## config.mk

```make
export PLATFORM = sky130hd
export DESIGN_NAME = prescaled_match_timer_pair_unit
export DESIGN_NICKNAME = d
export VERILOG_FILES = /design/src/hw/rtl/pmtp_pkg.sv /design/src/hw/rtl/prescaled_match_timer_pair_unit.sv
export SDC_FILE = /design/constraint.sdc
export NUM_CORES = 1
export LEC_CHECK = 0
export BUFFER_PORTS_ARGS = -buffer_cell sky130_fd_sc_hd__buf_4
export CORE_UTILIZATION = 35
export DETAILED_ROUTE_END_ITERATION = 10
export GPL_ROUTABILITY_DRIVEN = 1
export PLACE_DENSITY_LB_ADDON = 0.2
export SYNTH_ARGS = -nofsm -noshare
export SYNTH_HDL_FRONTEND = slang
export SYNTH_SLANG_ARGS = --single-unit
export TNS_END_PERCENT = 10
```

## constraint.sdc

```tcl
create_clock -name aclk -period 4.3 [get_ports aclk]
set_clock_uncertainty 0.05 [all_clocks]
set_input_delay 0.86 -clock aclk [delete_from_list [all_inputs] [get_ports aclk]]
set_output_delay 0.86 -clock aclk [all_outputs]
set_load 0.02 [all_outputs]
```

## src/hw/rtl/pmtp_pkg.sv

```systemverilog
// Shared codes and constants for the prescaled match timer pair.
package pmtp_pkg;

    // Beat kinds on the input channel
    typedef enum logic [1:0] {
        KIND_TICK  = 2'd0,
        KIND_WRITE = 2'd1,
        KIND_READ  = 2'd2
    } kind_t;

    // Register selects for bus accesses
    typedef enum logic [1:0] {
        SEL_FLAGS = 2'd0,
        SEL_CTRL  = 2'd1,
        SEL_COUNT = 2'd2
    } sel_t;

    // Units that own configuration registers
    localparam int CFG_UNITS = 2;
    // Units reachable through the one-bit unit field
    localparam int ADDR_UNITS = 2;

    localparam int CFG_IDX_W  = 3;
    localparam int CFG_DATA_W = 32;
    localparam int CNT_W      = 32;

    // Configuration register indexes
    localparam logic [CFG_IDX_W-1:0] CFG_PRESCALE0 = 3'd0;
    localparam logic [CFG_IDX_W-1:0] CFG_PRESCALE1 = 3'd1;
    localparam logic [CFG_IDX_W-1:0] CFG_PERIOD0   = 3'd2;
    localparam logic [CFG_IDX_W-1:0] CFG_PERIOD1   = 3'd3;
    localparam logic [CFG_IDX_W-1:0] CFG_MATCH0    = 3'd4;
    localparam logic [CFG_IDX_W-1:0] CFG_MATCH1    = 3'd5;

endpackage

```

## src/hw/rtl/prescaled_match_timer_pair_unit.sv

```systemverilog
// Top level: prescaled match timer units with bus access and match flags.
//
// Each input beat is either a clock tick, a bus write or a bus read. A tick
// advances every enabled unit's prescaler; when the prescaler has reached its
// prescale value it restarts and the 32-bit counter steps, comparing against
// the period for the flag and the optional restart. Exactly one result beat
// comes back per input beat, in order, in the cycle after acceptance; a new
// beat can be taken in every cycle unless s_ready is low, which is only while
// the single result register holds a result with m_ready low. read_data is
// zero for anything but a read; the irq outputs show the match flags as they
// stand after the beat. The user writes configuration (prescale, period, match
// control for units 0 and 1) through cfg_wr_en/cfg_index/cfg_wdata only while
// the block is idle (the block does not enforce it); units 2+ have no registers.
module prescaled_match_timer_pair_unit #(
    parameter int NUM_UNITS = 2
) (
    input  logic        aclk,
    input  logic        aresetn,

    input  logic        cfg_wr_en,
    input  logic [2:0]  cfg_index,
    input  logic [31:0] cfg_wdata,

    input  logic        s_valid,
    output logic        s_ready,
    input  logic [1:0]  s_kind,
    input  logic        s_unit,
    input  logic [1:0]  s_reg_select,
    input  logic [7:0]  s_write_data,

    output logic        m_valid,
    input  logic        m_ready,
    output logic [31:0] m_read_data,
    output logic        m_irq_unit0,
    output logic        m_irq_unit1
);

    localparam int CW = pmtp_pkg::CNT_W;

    // configuration store
    logic [CW-1:0] prescale_reg   [pmtp_pkg::CFG_UNITS];
    logic [CW-1:0] period_reg     [pmtp_pkg::CFG_UNITS];
    logic [1:0]    match_ctrl_reg [pmtp_pkg::CFG_UNITS];

    // result register
    logic          m_valid_reg;
    logic [CW-1:0] read_data_reg;
    logic          irq0_reg;
    logic          irq1_reg;

    logic accept;
    logic is_tick;
    logic is_write;
    logic is_read;

    logic [NUM_UNITS-1:0] flag_next_vec;
    logic [CW-1:0]        unit_rdata [NUM_UNITS];
    logic [CW-1:0]        rdata_next;
    logic                 irq1_next;

    // ready whenever the result slot is empty or drains this cycle
    assign s_ready  = !m_valid_reg || m_ready;
    assign accept   = s_valid && s_ready;
    assign is_tick  = accept && (s_kind == pmtp_pkg::KIND_TICK);
    assign is_write = accept && (s_kind == pmtp_pkg::KIND_WRITE);
    assign is_read  = (s_kind == pmtp_pkg::KIND_READ);

    // configuration writes; unknown indexes fall through
    always_ff @(posedge aclk) begin
        if (!aresetn) begin
            for (int i = 0; i < pmtp_pkg::CFG_UNITS; i++) begin
                prescale_reg[i]   <= '0;
                period_reg[i]     <= '0;
                match_ctrl_reg[i] <= '0;
            end
        end else if (cfg_wr_en) begin
            case (cfg_index)
                pmtp_pkg::CFG_PRESCALE0: prescale_reg[0]   <= cfg_wdata;
                pmtp_pkg::CFG_PRESCALE1: prescale_reg[1]   <= cfg_wdata;
                pmtp_pkg::CFG_PERIOD0:   period_reg[0]     <= cfg_wdata;
                pmtp_pkg::CFG_PERIOD1:   period_reg[1]     <= cfg_wdata;
                pmtp_pkg::CFG_MATCH0:    match_ctrl_reg[0] <= cfg_wdata[1:0];
                pmtp_pkg::CFG_MATCH1:    match_ctrl_reg[1] <= cfg_wdata[1:0];
                default: ;
            endcase
        end
    end

    // one timer slice per unit
    for (genvar u = 0; u < NUM_UNITS; u++) begin : g_unit
        logic [CW-1:0] pre;
        logic [CW-1:0] per;
        logic [1:0]    mc;
        logic          hit;

        logic [CW-1:0] pcount_reg, pcount_next;
        logic [CW-1:0] tcount_reg, tcount_next;
        logic          run_reg, run_next;
        logic          hold_reg, hold_next;
        logic          flag_reg, flag_next;
        logic [CW-1:0] tcount_adv;

        if (u < pmtp_pkg::CFG_UNITS) begin : g_cfg
            assign pre = prescale_reg[u];
            assign per = period_reg[u];
            assign mc  = match_ctrl_reg[u];
        end else begin : g_nocfg
            assign pre = '0;
            assign per = '0;
            assign mc  = '0;
        end

        if (u < pmtp_pkg::ADDR_UNITS) begin : g_addr
            assign hit = (s_unit == 1'(u));
        end else begin : g_noaddr
            assign hit = 1'b0;
        end

        // counter step, with restart when it sits on the period and match control bit 1 is set
        assign tcount_adv = (mc[1] && (tcount_reg == per)) ? '0 : tcount_reg + CW'(1);

        always_comb begin
            pcount_next = pcount_reg;
            tcount_next = tcount_reg;
            run_next    = run_reg;
            hold_next   = hold_reg;
            flag_next   = flag_reg;
            if (is_tick && run_reg && !hold_reg) begin
                if (pcount_reg < pre) begin
                    pcount_next = pcount_reg + CW'(1);
                end else begin
                    pcount_next = '0;
                    tcount_next = tcount_adv;
                    if (mc[0] && (tcount_adv == per)) begin
                        flag_next = 1'b1;
                    end
                end
            end
            if (is_write && hit) begin
                case (s_reg_select)
                    pmtp_pkg::SEL_FLAGS: begin
                        if (s_write_data[0]) begin
                            flag_next = 1'b0;
                        end
                    end
                    pmtp_pkg::SEL_CTRL: begin
                        run_next  = s_write_data[0];
                        hold_next = s_write_data[1];
                        if (s_write_data[1]) begin
                            pcount_next = '0;
                            tcount_next = '0;
                        end
                    end
                    default: ;
                endcase
            end
        end

        always_ff @(posedge aclk) begin
            if (!aresetn) begin
                pcount_reg <= '0;
                tcount_reg <= '0;
                run_reg    <= 1'b0;
                hold_reg   <= 1'b0;
                flag_reg   <= 1'b0;
            end else begin
                pcount_reg <= pcount_next;
                tcount_reg <= tcount_next;
                run_reg    <= run_next;
                hold_reg   <= hold_next;
                flag_reg   <= flag_next;
            end
        end

        // read-back of the state before the beat
        always_comb begin
            unit_rdata[u] = '0;
            if (is_read && hit) begin
                case (s_reg_select)
                    pmtp_pkg::SEL_FLAGS: unit_rdata[u] = {{(CW-1){1'b0}}, flag_reg};
                    pmtp_pkg::SEL_CTRL:  unit_rdata[u] = {{(CW-2){1'b0}}, hold_reg, run_reg};
                    pmtp_pkg::SEL_COUNT: unit_rdata[u] = tcount_reg;
                    default:             unit_rdata[u] = '0;
                endcase
            end
        end

        assign flag_next_vec[u] = flag_next;
    end

    always_comb begin
        rdata_next = '0;
        for (int i = 0; i < NUM_UNITS; i++) begin
            rdata_next = rdata_next | unit_rdata[i];
        end
    end

    if (NUM_UNITS > 1) begin : g_irq1
        assign irq1_next = flag_next_vec[1];
    end else begin : g_noirq1
        assign irq1_next = 1'b0;
    end

    // result register
    always_ff @(posedge aclk) begin
        if (!aresetn) begin
            m_valid_reg <= 1'b0;
        end else begin
            if (accept) begin
                m_valid_reg <= 1'b1;
            end else if (m_ready) begin
                m_valid_reg <= 1'b0;
            end
        end
    end

    always_ff @(posedge aclk) begin
        if (accept) begin
            read_data_reg <= rdata_next;
            irq0_reg      <= flag_next_vec[0];
            irq1_reg      <= irq1_next;
        end
    end

    assign m_valid     = m_valid_reg;
    assign m_read_data = read_data_reg;
    assign m_irq_unit0 = irq0_reg;
    assign m_irq_unit1 = irq1_reg;

endmodule

```

# Word-level counts from Yosys, hierarchy flattened

Memories as Yosys holds them, arrays and structs flattened.
Index checks and enable logic that the tools add are counted.

Bits in registers: 169
RAM bits: 132
Output and inout bits: 36
Memories kept: 3

Add/subtract/negate cells: 4
Magnitude comparators: 2
Equal/unequal tests: 13
Multiplexer cells: 71
Bitwise gates (word level): 8
Reduce and logical (&&, ||, !) cells: 25

Memories:

| name           | words | width | read ports | clocked after Yosys merged registers in | wr ports | line                                  | source |
|---|---|---|---|---|---|---|---|
| period_reg     | 2     | 32    | 2          | 0                                       | 2        | prescaled_match_timer_pair_unit.sv:42 | `logic [CW-1:0] period_reg [pmtp_pkg::CFG_UNITS];` |
| prescale_reg   | 2     | 32    | 2          | 0                                       | 2        | prescaled_match_timer_pair_unit.sv:41 | `logic [CW-1:0] prescale_reg [pmtp_pkg::CFG_UNITS];` |
| match_ctrl_reg | 2     | 2     | 2          | 0                                       | 2        | prescaled_match_timer_pair_unit.sv:43 | `logic [1:0] match_ctrl_reg [pmtp_pkg::CFG_UNITS];` |

Operators by type and width:

| operator              | count |
|---|---|
| $mux 32               | 28 |
| $pmux 32 s3           | 2 |
| $add 32x1->32 const B | 4 |
| $eq 32x32->1          | 4 |
| $lt 32x32->1          | 2 |
| $mux 1                | 39 |
| $or 32x32->32         | 1 |
| $logic_and 1x1->1     | 15 |
| $eq 3x2->1 const B    | 2 |
| $eq 3x3->1 const B    | 2 |
| $or 1x1->1            | 6 |
| $eq 2x1->1 const B    | 2 |
| $eq 2x2->1 const B    | 2 |
| $logic_not 2->1       | 2 |
| $mux 2                | 2 |
| $reduce_and 2->1      | 2 |
| $eq 3x1->1 const B    | 1 |
| $logic_not 1->1       | 3 |
| $logic_not 3->1       | 1 |
| $reduce_bool 2->1     | 1 |
| $logic_or 1x1->1      | 1 |
| $not 1->1             | 1 |

# Logic depth before layout (Yosys ltp)

Gate-level depths: netlist of the first run.

Depth in word-level cells: 11
Gate-level depth with buffers: 13
Gate-level depth less buffers: 11

# Worst setup path after synthesis of the first run

Ideal clock, no wire load.

Path kind: input-to-reg
Start: in cfg_index[2]
End: mem prescale_reg[0][0] in the netlist's numbering, enable pin
Setup time: 470 ps
Data arrival time: 3448 ps
Data required time: 3780 ps
Slack: 332 ps
Cell stages on the path: 2
Buffers on the path: 0
Path through: nand2b_1 > o31ai_1

RTL lines:

| item            | line                                  | source |
|---|---|---|
| start, declared | prescaled_match_timer_pair_unit.sv:21 | `input logic [2:0] cfg_index,` |
| end, declared   | prescaled_match_timer_pair_unit.sv:41 |  |

# Worst setup path in the final report of the first run

Start: reg g_unit[0].tcount_reg[1]
End: reg irq0_reg, in the netlist m_irq_unit0 (data pin)

Cells in the longest elaborated chain, start to end: 11
Elaborated cells on any way between the ends: 12
Classes of those cells: add/sub: 1; eq/ne: 2; mux: 7; reduce/logical: 2

RTL lines:

| item                                                  | line                                   | source |
|---|---|---|
| start, declared                                       | prescaled_match_timer_pair_unit.sv:97  | `logic [CW-1:0] tcount_reg, tcount_next;` |
| start signal, assigned                                | prescaled_match_timer_pair_unit.sv:168 | `tcount_reg <= tcount_next;` |
| branches (longest 2 deep; another with $add 32x1->32) | n/a                                    |  |
| $mux 32 (*)                                           | prescaled_match_timer_pair_unit.sv:120 | `assign tcount_adv = (mc[1] && (tcount_reg == per)) ? '0 : tcount_reg + CW'(1);` |
| $eq 32x32->1 (*)                                      | prescaled_match_timer_pair_unit.sv:134 | `if (mc[0] && (tcount_adv == per)) begin` |
| $logic_and 1x1->1 (*)                                 | prescaled_match_timer_pair_unit.sv:134 |  |
| $mux 1 (*)                                            | prescaled_match_timer_pair_unit.sv:134 |  |
| $mux 1 (*)                                            | prescaled_match_timer_pair_unit.sv:129 | `if (pcount_reg < pre) begin` |
| $mux 1 (*)                                            | prescaled_match_timer_pair_unit.sv:128 | `if (is_tick && run_reg && !hold_reg) begin` |
| $mux 1                                                | prescaled_match_timer_pair_unit.sv:142 | `if (s_write_data[0]) begin` |
| $mux 1                                                | prescaled_match_timer_pair_unit.sv:140 | `case (s_reg_select)` |
| $mux 1 (*)                                            | prescaled_match_timer_pair_unit.sv:139 | `if (is_write && hit) begin` |
| net g_unit[0].flag_next                               | prescaled_match_timer_pair_unit.sv:100 | `logic flag_reg, flag_next;` |
| end signal, assigned                                  | prescaled_match_timer_pair_unit.sv:220 | `irq0_reg <= flag_next_vec[0];` |
| end, declared                                         | prescaled_match_timer_pair_unit.sv:48  | `logic irq0_reg;` |

Mark *: on every way through the listed nets, which the timed path passes.
A chain may end at the register's enable or synchronous reset.

==> out/results.tsv, run 1 <==
metric	value	unit
outcome	complete, no violations	
synthCells	1898	
p_total	6818	uW
min_from	g_unit[0].flag_reg	
dp_hpwl	45670	um
synth_top_cell_area_share	0.2861	
grt_max_degree	35	
ctsLongestPathBuffers	3	
drive_gt1_frac	0.1165	
syn_area	17420	um^2
antenna_found_initial	0	
crit_family	simple AND/OR/NAND/NOR gates	
syn-num-nets	2017	
r2r-start	g_unit[0].tcount_reg[1]	
place_area	18900	um^2
grt_pass1_wl	89290	um
switching_share	0.2487	
reg2reg_slack	0.48	ns
worst_pin_slew	1.097	ns
port_buffers	82	
fin_crit_sh	0.8894	
drv_cap	0	
numCtsBuffers	36	
clkPwrFrac	0.462	
cts_tree	done	
firstDrtPassIters	6	
drv_slew	0	
core_area	49050	um^2
drc_errors	0	
yosysTopAreaCell	edfxtp_1	
endpoint_kind	register	
cp-start-kind	register	
crit_type	reg -> reg	
htreeDepth	2	
arrival	4.18	ns
leakage	0.007330	uW
fin_crit	3.824	ns
seq_area	7687	um^2
synth.avg_cell_area	9.180	um^2
switchingPower	1696	uW
wirelength	59070	um
grt_pass1_vias	14380	
p_int	5122	uW
initial_core_util	0.3552	
multi_input_area	8967	um^2
fin_nets	2083	
grt_setup_unrepaired	false	
fp.dieH	225.1	um
min_to	g_unit[0].flag_reg	
slowest_stage	or4_1	
crit_chain	nand3_2 > or4_1 > nor4_4 > and3_1 > xnor2_1 > or4bb_1 > a21oi_1 > o2111ai_1 > o21ai_1	
rows	81	
synth_edf_count	166	
tns	0	ns
synth_ff_type	edfxtp_1	
async_flop_share	0	
synthToLayoutAreaGrowth	15.35	%
final_cell_area	20100	um^2
via_count	14740	
finalHoldViolCount	0	
p_per_area	339.2	nW/um^2
dp_cells	2590	
clock_tree.root_cell	clkbuf_16	
postCtsSetupBuffers	0	
clock_sinks	301	
hold_slack	0.4345	ns
grt_usage	0.2344	
critical_path_required	4.65	ns
pin_count	89	
die_w	225.1	um
synth_cell_type_count	83	
power_frac_comb	0.062	
max_slew_margin	0.2689	
synth_common_cells	nor2_1, edfxtp_1, dfxtp_1	
fillers	4880	
yosysMostFrequentCell	nor2_1	
setup_viol	0	
hold_path.class	reg -> reg	
crit_path_max_incr_delay	0.71	ns
p_seq_frac	0.477	
fmax	261.5	MHz
crit_fanout	8	
r2r-end	m_irq_unit0	
clk_pin_slew_worst_paths	0.06	ns
final_cells	2655	
gp_congestion	0.9799	
holdPathStages	2	
hold_buffers	0	
n_antenna_cell	0	
detail_route.vias_per_cell	5.553	
ant_nets	0	
dr.first_iter.drc_count	1403	
clk-insertion-delay-late	0.57	ns
r2r_cells	9	
synth_seq_cells	301	
die_area	50680	um^2
overflow	0	
peakVddDrop	0.2094	mV
post_cts_resize_count	0	
crit_buf_inv	0	
wl_per_cell	22.25	um
ys_seq_area_frac	0.4412	
ys_top_cells_by_area	edfxtp_1, dfxtp_1, ha_1	
synth_warnings	0	
metrics by stage:
step	utilization	worst slack, ns
final	0.4098	0.4755
after global routing	0.4098	0.1738
after CTS	0.4098	0.5310
after detailed placement	0.3853	0.5661
after global placement	0.3853	0.5579
after floorplan	-	0.3318
per-layer routing:
metal / routed length (um) / GRT usage / vias up
li1: - / - / 6924
met1: 27610 / 0.3381 / 7151
met2: 25550 / 0.3581 / 573
met3: 4285 / 0.03494 / 96
met4: 1629 / 0.07395 / 0
met5: 0 / 0 / -
placed cells by master, fill, tap and decap left out, types with 10 or more instances in the layout:
cell type,n
mux2i_1,15
nand3b_1,21
nor2b_1,25
and2_1,74
a21oi_1,101
a211oi_1,10
clkinv_2,10
nor4_1,25
and3_1,34
clkbuf_16,36
xor2_1,91
and4_1,17
nand3_1,81
or3_1,14
buf_4,139
nand2_1,120
nor3_1,37
or4_1,13
nor2_1,214
nand2b_1,16
nand4_1,54
edfxtp_1,166
a22oi_1,35
xnor2_1,92
ha_1,66
inv_1,94
o21ai_0,89
dfxtp_1,135
cell families (layout without fill, tap and decap cells):
kind of cell | count (synthesis) | after routing | synth area share
DFF | 301 | 301 | 0.4412
adders and majority gates | 66 | 66 | 0.04739
buffers and inverters | 206 | 299 | 0.04682
muxes | 16 | 16 | 0.009263
xor gates and xnor gates | 185 | 185 | 0.09457
and+or+nand+nor | 801 | 801 | 0.2464
AOI/OAI and AO/OA | 323 | 323 | 0.1143
how the worst max path moves through the flow:
stage | startpoint | end | cells after the start
floorplan | cfg_index[2] | prescale_reg[0][0] | 2
global placement | g_unit[0].tcount_reg[1] | m_irq_unit0 | 9
detailed placement | g_unit[0].tcount_reg[1] | m_irq_unit0 | 9
CTS | g_unit[0].tcount_reg[1] | m_irq_unit0 | 9
global route | g_unit[0].tcount_reg[1] | m_irq_unit0 | 10
finish | g_unit[0].tcount_reg[1] | m_irq_unit0 | 9
cell type report:
type / instances / area share
clock inverters: 25 / 0.01351
well taps: 664 / 0.04133
flip-flops and latches: 301 / 0.3825
clock buffers: 40 / 0.04607
inverters: 94 / 0.01755
repair buffers: 140 / 0.05291
multi-input cells: 1391 / 0.4462
power by group through the flow:
stage / Clock (uW) / Combinational (uW) / Sequential, uW
2_1_floorplan: 0 / 223 / 3280
3_3_place_gp: 0 / 414 / 3310
3_5_place_dp: 0 / 419 / 3310
4_1_cts: 3200 / 421 / 3250
5_1_grt: 3310 / 459 / 3260
6_report: 3150 / 420 / 3250
worst reg2reg max path, cell delays in order, from the launching register on:
cell and delay (ns):
dfxtp_1 0.66, nand3_2 0.28, or4_1 0.71, nor4_4 0.43, and3_1 0.30, xnor2_1 0.17, or4bb_1 0.51, a21oi_1 0.14
o2111ai_1 0.21, o21ai_1 0.20
Power figures use the tool's default switching activity.
==> run 2: changes to the inputs <==
--- a/config.mk
+++ b/config.mk
@@ -10,6 +10,7 @@
 export DETAILED_ROUTE_END_ITERATION = 10
 export GPL_ROUTABILITY_DRIVEN = 1
 export PLACE_DENSITY_LB_ADDON = 0.2
+export RECOVER_POWER = 50
 export SYNTH_ARGS = -nofsm -noshare
 export SYNTH_HDL_FRONTEND = slang
 export SYNTH_SLANG_ARGS = --single-unit
==> out/results.tsv, run 2 (same netlist as run 1, synthesis figures left out) <==
metric	value	unit
wirelength	59230	um
grt_max_degree	35	
layout_common_cells	nor2_1, edfxtp_1, dfxtp_1	
grt_pass1_vias	14380	
n_antenna_cell	0	
tns	0	ns
reg2reg_slack	0.48	ns
met1_usage	0.3381	
dp_cells	2590	
outcome	finished, violations left	
numCtsBuffers	36	
drive_gt1_frac	0.1050	
final_cells	2655	
ant_nets	0	
violations	capacitance limit, slew limit	
power_frac_comb	0.060	
firstDrtPassIters	6	
detail_route.vias_per_cell	5.571	
fin_crit_sh	0.8891	
dr.first_iter.drc_count	1395	
p_seq_frac	0.478	
initial_core_util	0.3552	
clock_sinks	301	
max_slew_margin	-0.2490	
use_met3	0.03494	
switchingPower	1693	uW
wl_per_cell	22.31	um
crit_fanout	8	
fin_nets	2083	
arrival	4.17	ns
p_total	6809	uW
drc_errors	0	
fp.dieH	225.1	um
fin_crit	3.823	ns
die_w	225.1	um
cp-start-kind	register	
grt_usage	0.2344	
postCtsSetupBuffers	0	
grt_pass1_wl	89290	um
htreeDepth	2	
overflow	0	
drv_cap	5	
fmax	261.6	MHz
clock_tree.root_cell	clkbuf_16	
peakVddDrop	0.2097	mV
post_cts_resize_count	0	
clk_pin_slew_worst_paths	0.06	ns
switching_share	0.2486	
dp_hpwl	45670	um
drv_slew	167	
core_area	49050	um^2
rows	81	
crit_type	reg -> reg	
clkPwrFrac	0.462	
leakage	0.007230	uW
p_int	5117	uW
pin_count	89	
fillers	4908	
gp_congestion	0.9799	
finalHoldViolCount	0	
worst_pin_slew	1.874	ns
setup_viol	0	
use_met2	0.3581	
grt_setup_unrepaired	false	
grt-busiest-layer	met2	
synthToLayoutAreaGrowth	14.86	%
hold_path.class	reg -> reg	
clk-insertion-delay-late	0.57	ns
via_count	14790	
final_common_cell	nor2_1	
die_area	50680	um^2
antenna_found_initial	0	
endpoint_kind	register	
hold_buffers	0	
p_per_area	340.3	nW/um^2
critical_path_required	4.65	ns
port_buffers	82	
cts_tree	done	
ctsLongestPathBuffers	3	
run 2: cell types whose count changed in the layout (fill, tap and decap cells not counted), sizes merged:
cell | before | now
clkbuf | 40 | 62
buf | 140 | 118
run 2: worst paths after layout:
| kind | startpoint | endpoint | depth (start not counted) |
|---|---|---|---|
| setup reg to reg | g_unit[0].tcount_reg[1] | m_irq_unit0 | 9 |
| hold / removal | g_unit[0].flag_reg | g_unit[0].flag_reg | 2 |
| setup / recovery | g_unit[0].tcount_reg[1] | m_irq_unit0 | 9 |
| hold reg to reg | g_unit[0].flag_reg | g_unit[0].flag_reg | 2 |
run 2: power groups by stage:
stage / Clock [uW] / Combinational (uW) / Sequential, uW
2_1_floorplan: 0 / 223 / 3280
3_3_place_gp: 0 / 414 / 3310
3_5_place_dp: 0 / 419 / 3310
4_1_cts: 3200 / 421 / 3250
5_1_grt: 3310 / 449 / 3260
6_report: 3140 / 411 / 3260
run 2: final cells by class:
type | instances | area, um^2 | area share
sequential | 301 | 7687 | 0.3841
multi-input combinational | 1391 | 8960 | 0.4477
inverter | 94 | 352.8 | 0.01763
clock buffer | 40 | 925.9 | 0.04626
clock inverter | 25 | 271.5 | 0.01357
timing repair buffer | 140 | 984.7 | 0.04920
tap | 664 | 830.8 | 0.04151
run 2: metrics by stage:
| stage | util | setup slack, ns | hold slack, ns | cell area (um^2) |
|---|---|---|---|---|
| global route | 0.4080 | 0.1738 | 0.4532 | 20010 |
| CTS | 0.4098 | 0.5310 | 0.4423 | 20100 |
| global placement | 0.3853 | 0.5579 | 0.4275 | 18900 |
| floorplan | - | 0.3318 | 0.3997 | 17420 |
| detailed placement | 0.3853 | 0.5661 | 0.4343 | 18900 |
| finish | 0.4080 | 0.4769 | 0.4357 | 20010 |
run 2: critical path: stages (launching register included):
cell and delay [ns]:
dfxtp_1 0.69, nand3_2 0.28, or4_1 0.71, nor4_4 0.42, and3_1 0.30, xnor2_1 0.17
or4bb_1 0.50, a21oi_1 0.14, o2111ai_1 0.21, o21ai_1 0.19
run 2: metal layers:
layer	share of wire	up-vias
li1	-	6929
met1	0.47	7198
met2	0.43	554
met3	0.072	109
met4	0.029	0
met5	0	-
==> run 3: changes to the inputs <==
--- a/config.mk
+++ b/config.mk
@@ -6,6 +6,7 @@
 export NUM_CORES = 1
 export LEC_CHECK = 0
 export BUFFER_PORTS_ARGS = -buffer_cell sky130_fd_sc_hd__buf_4
+export CORE_ASPECT_RATIO = 0.7
 export CORE_UTILIZATION = 35
 export DETAILED_ROUTE_END_ITERATION = 10
 export GPL_ROUTABILITY_DRIVEN = 1
==> out/results.tsv, run 3 (same netlist as run 1, synthesis figures left out) <==
metric	value	unit
fin_nets	2100	
numCtsBuffers	36	
peakVddDrop	0.2025	mV
die_w	268.7	um
hold_path.class	reg -> reg	
setup_viol	0	
grt_max_degree	42	
outcome	finished, violations left	
clk-insertion-delay-late	0.56	ns
pre_cts_ws	0.4169	ns
dp_hpwl	46010	um
core_area	48450	um^2
final_common_cell	nor2_1	
clkPwrFrac	0.465	
ant_nets	0	
max_slew_margin	-0.2383	
synthToLayoutAreaGrowth	15.35	%
postCtsSetupBuffers	0	
fmax	248.0	MHz
crit_fanout	8	
p_per_area	340.9	nW/um^2
fillers	4852	
clock_sinks	301	
hold_slack	0.4387	ns
via_count	14890	
dr.first_iter.drc_count	1755	
grt_pass1_wl	88490	um
cts_tree	done	
drc_errors	0	
crit_type	reg -> reg	
p_int	5166	uW
grt_setup_unrepaired	false	
antenna_found_initial	1	
drive_gt1_frac	0.1070	
setup_ws	0.2684	ns
worst_pin_slew	1.857	ns
post_cts_resize_count	0	
die_area	50690	um^2
slowest_stage	or4b_2	
finalHoldViolCount	0	
detail_route.vias_per_cell	5.588	
clock_tree.root_cell	clkbuf_16	
p_total	6851	uW
hold_buffers	0	
endpoint_kind	register	
cp-start-kind	register	
pin_count	89	
drv_slew	167	
power_frac_comb	0.059	
tns	0	ns
final_cells	2664	
port_buffers	82	
crit_chain	ha_1 > and4_1 > nand2_1 > xnor2_1 > or4b_2 > a21oi_1 > o2bb2ai_1 > nor4_1 > buf_4 > nand4_1 > o21ai_1	
layout_common_cells	nor2_1, edfxtp_1, dfxtp_1	
arrival	4.46	ns
fp.dieH	188.7	um
fin_crit_sh	0.9376	
wl_per_cell	22.37	um
overflow	0	
ctsLongestPathBuffers	3	
leakage	0.007283	uW
htreeDepth	2	
multi_input_area	8949	um^2
crit_path_max_incr_delay	0.63	ns
clk_pin_slew_worst_paths	0.06	ns
seq_area	7687	um^2
grt_usage	0.2334	
initial_core_util	0.3596	
gp_congestion	0.9646	
dp_cells	2598	
grt_pass1_vias	13890	
rows	67	
violations	capacitance limit, slew limit	
switching_share	0.2460	
critical_path_required	4.72	ns
drv_cap	5	
firstDrtPassIters	8	
p_seq_frac	0.477	
fin_crit	4.032	ns
wirelength	59590	um
n_antenna_cell	0	
switchingPower	1685	uW
-- run 3: stage by stage --
| stage | area [um^2] | utilization |
|---|---|---|
| 2_1_floorplan | 17420 | - |
| 3_3_place_gp | 19000 | 0.3921 |
| 3_5_place_dp | 19000 | 0.3921 |
| 4_1_cts | 20190 | 0.4167 |
| 5_1_grt | 20100 | 0.4148 |
| 6_report | 20100 | 0.4148 |
-- run 3: worst max-delay path: cells and delay by family (launching register included) --
| kind | cells | cell delay [ns] |
|---|---|---|
| AND/OR/NAND/NOR | 5 | 1.82 |
| AO/OA/AOI/OAI | 3 | 0.74 |
| buffers and inverters | 1 | 0.19 |
| adder cells (fa/ha/maj) | 1 | 0.40 |
| XOR/XNOR | 1 | 0.15 |
| flip-flops | 1 | 0.60 |
-- run 3: final timing paths --
path                              to                     from  cells past startpoint  slack (ns)
setup / recovery  g_unit[0].flag_reg  g_unit[0].tcount_reg[1]                     11        0.27
hold / removal    g_unit[0].flag_reg       g_unit[0].flag_reg                      2        0.44
setup reg to reg  g_unit[0].flag_reg  g_unit[0].tcount_reg[1]                     11        0.27
hold reg to reg   g_unit[0].flag_reg       g_unit[0].flag_reg                      2        0.44
-- run 3: layout make-up --
| cell class | instances | area share |
|---|---|---|
| sequential | 301 | 0.3825 |
| clock buffer | 49 | 0.04725 |
| multi-input combinational | 1391 | 0.4452 |
| timing repair buffer | 157 | 0.05454 |
| inverter | 94 | 0.01756 |
| tap | 655 | 0.04078 |
| clock inverter | 17 | 0.01214 |
-- run 3: power by group through the flow --
stage                     clock [uW]  combinational (uW)  sequential, uW
after global placement             0                 407            3320
after detailed placement           0                 410            3320
final                           3180                 402            3270
after CTS                       3240                 412            3260
after floorplan                    0                 223            3280
after global routing            3350                 439            3270
-- run 3: layer usage --
metal / wire length [um] / share of wire / GRT usage
met1: 29890 / 0.50 / 0.3698
met2: 23710 / 0.40 / 0.3170
met3: 5027 / 0.084 / 0.05175
met4: 970 / 0.016 / 0.04349
met5: 0 / 0 / 0
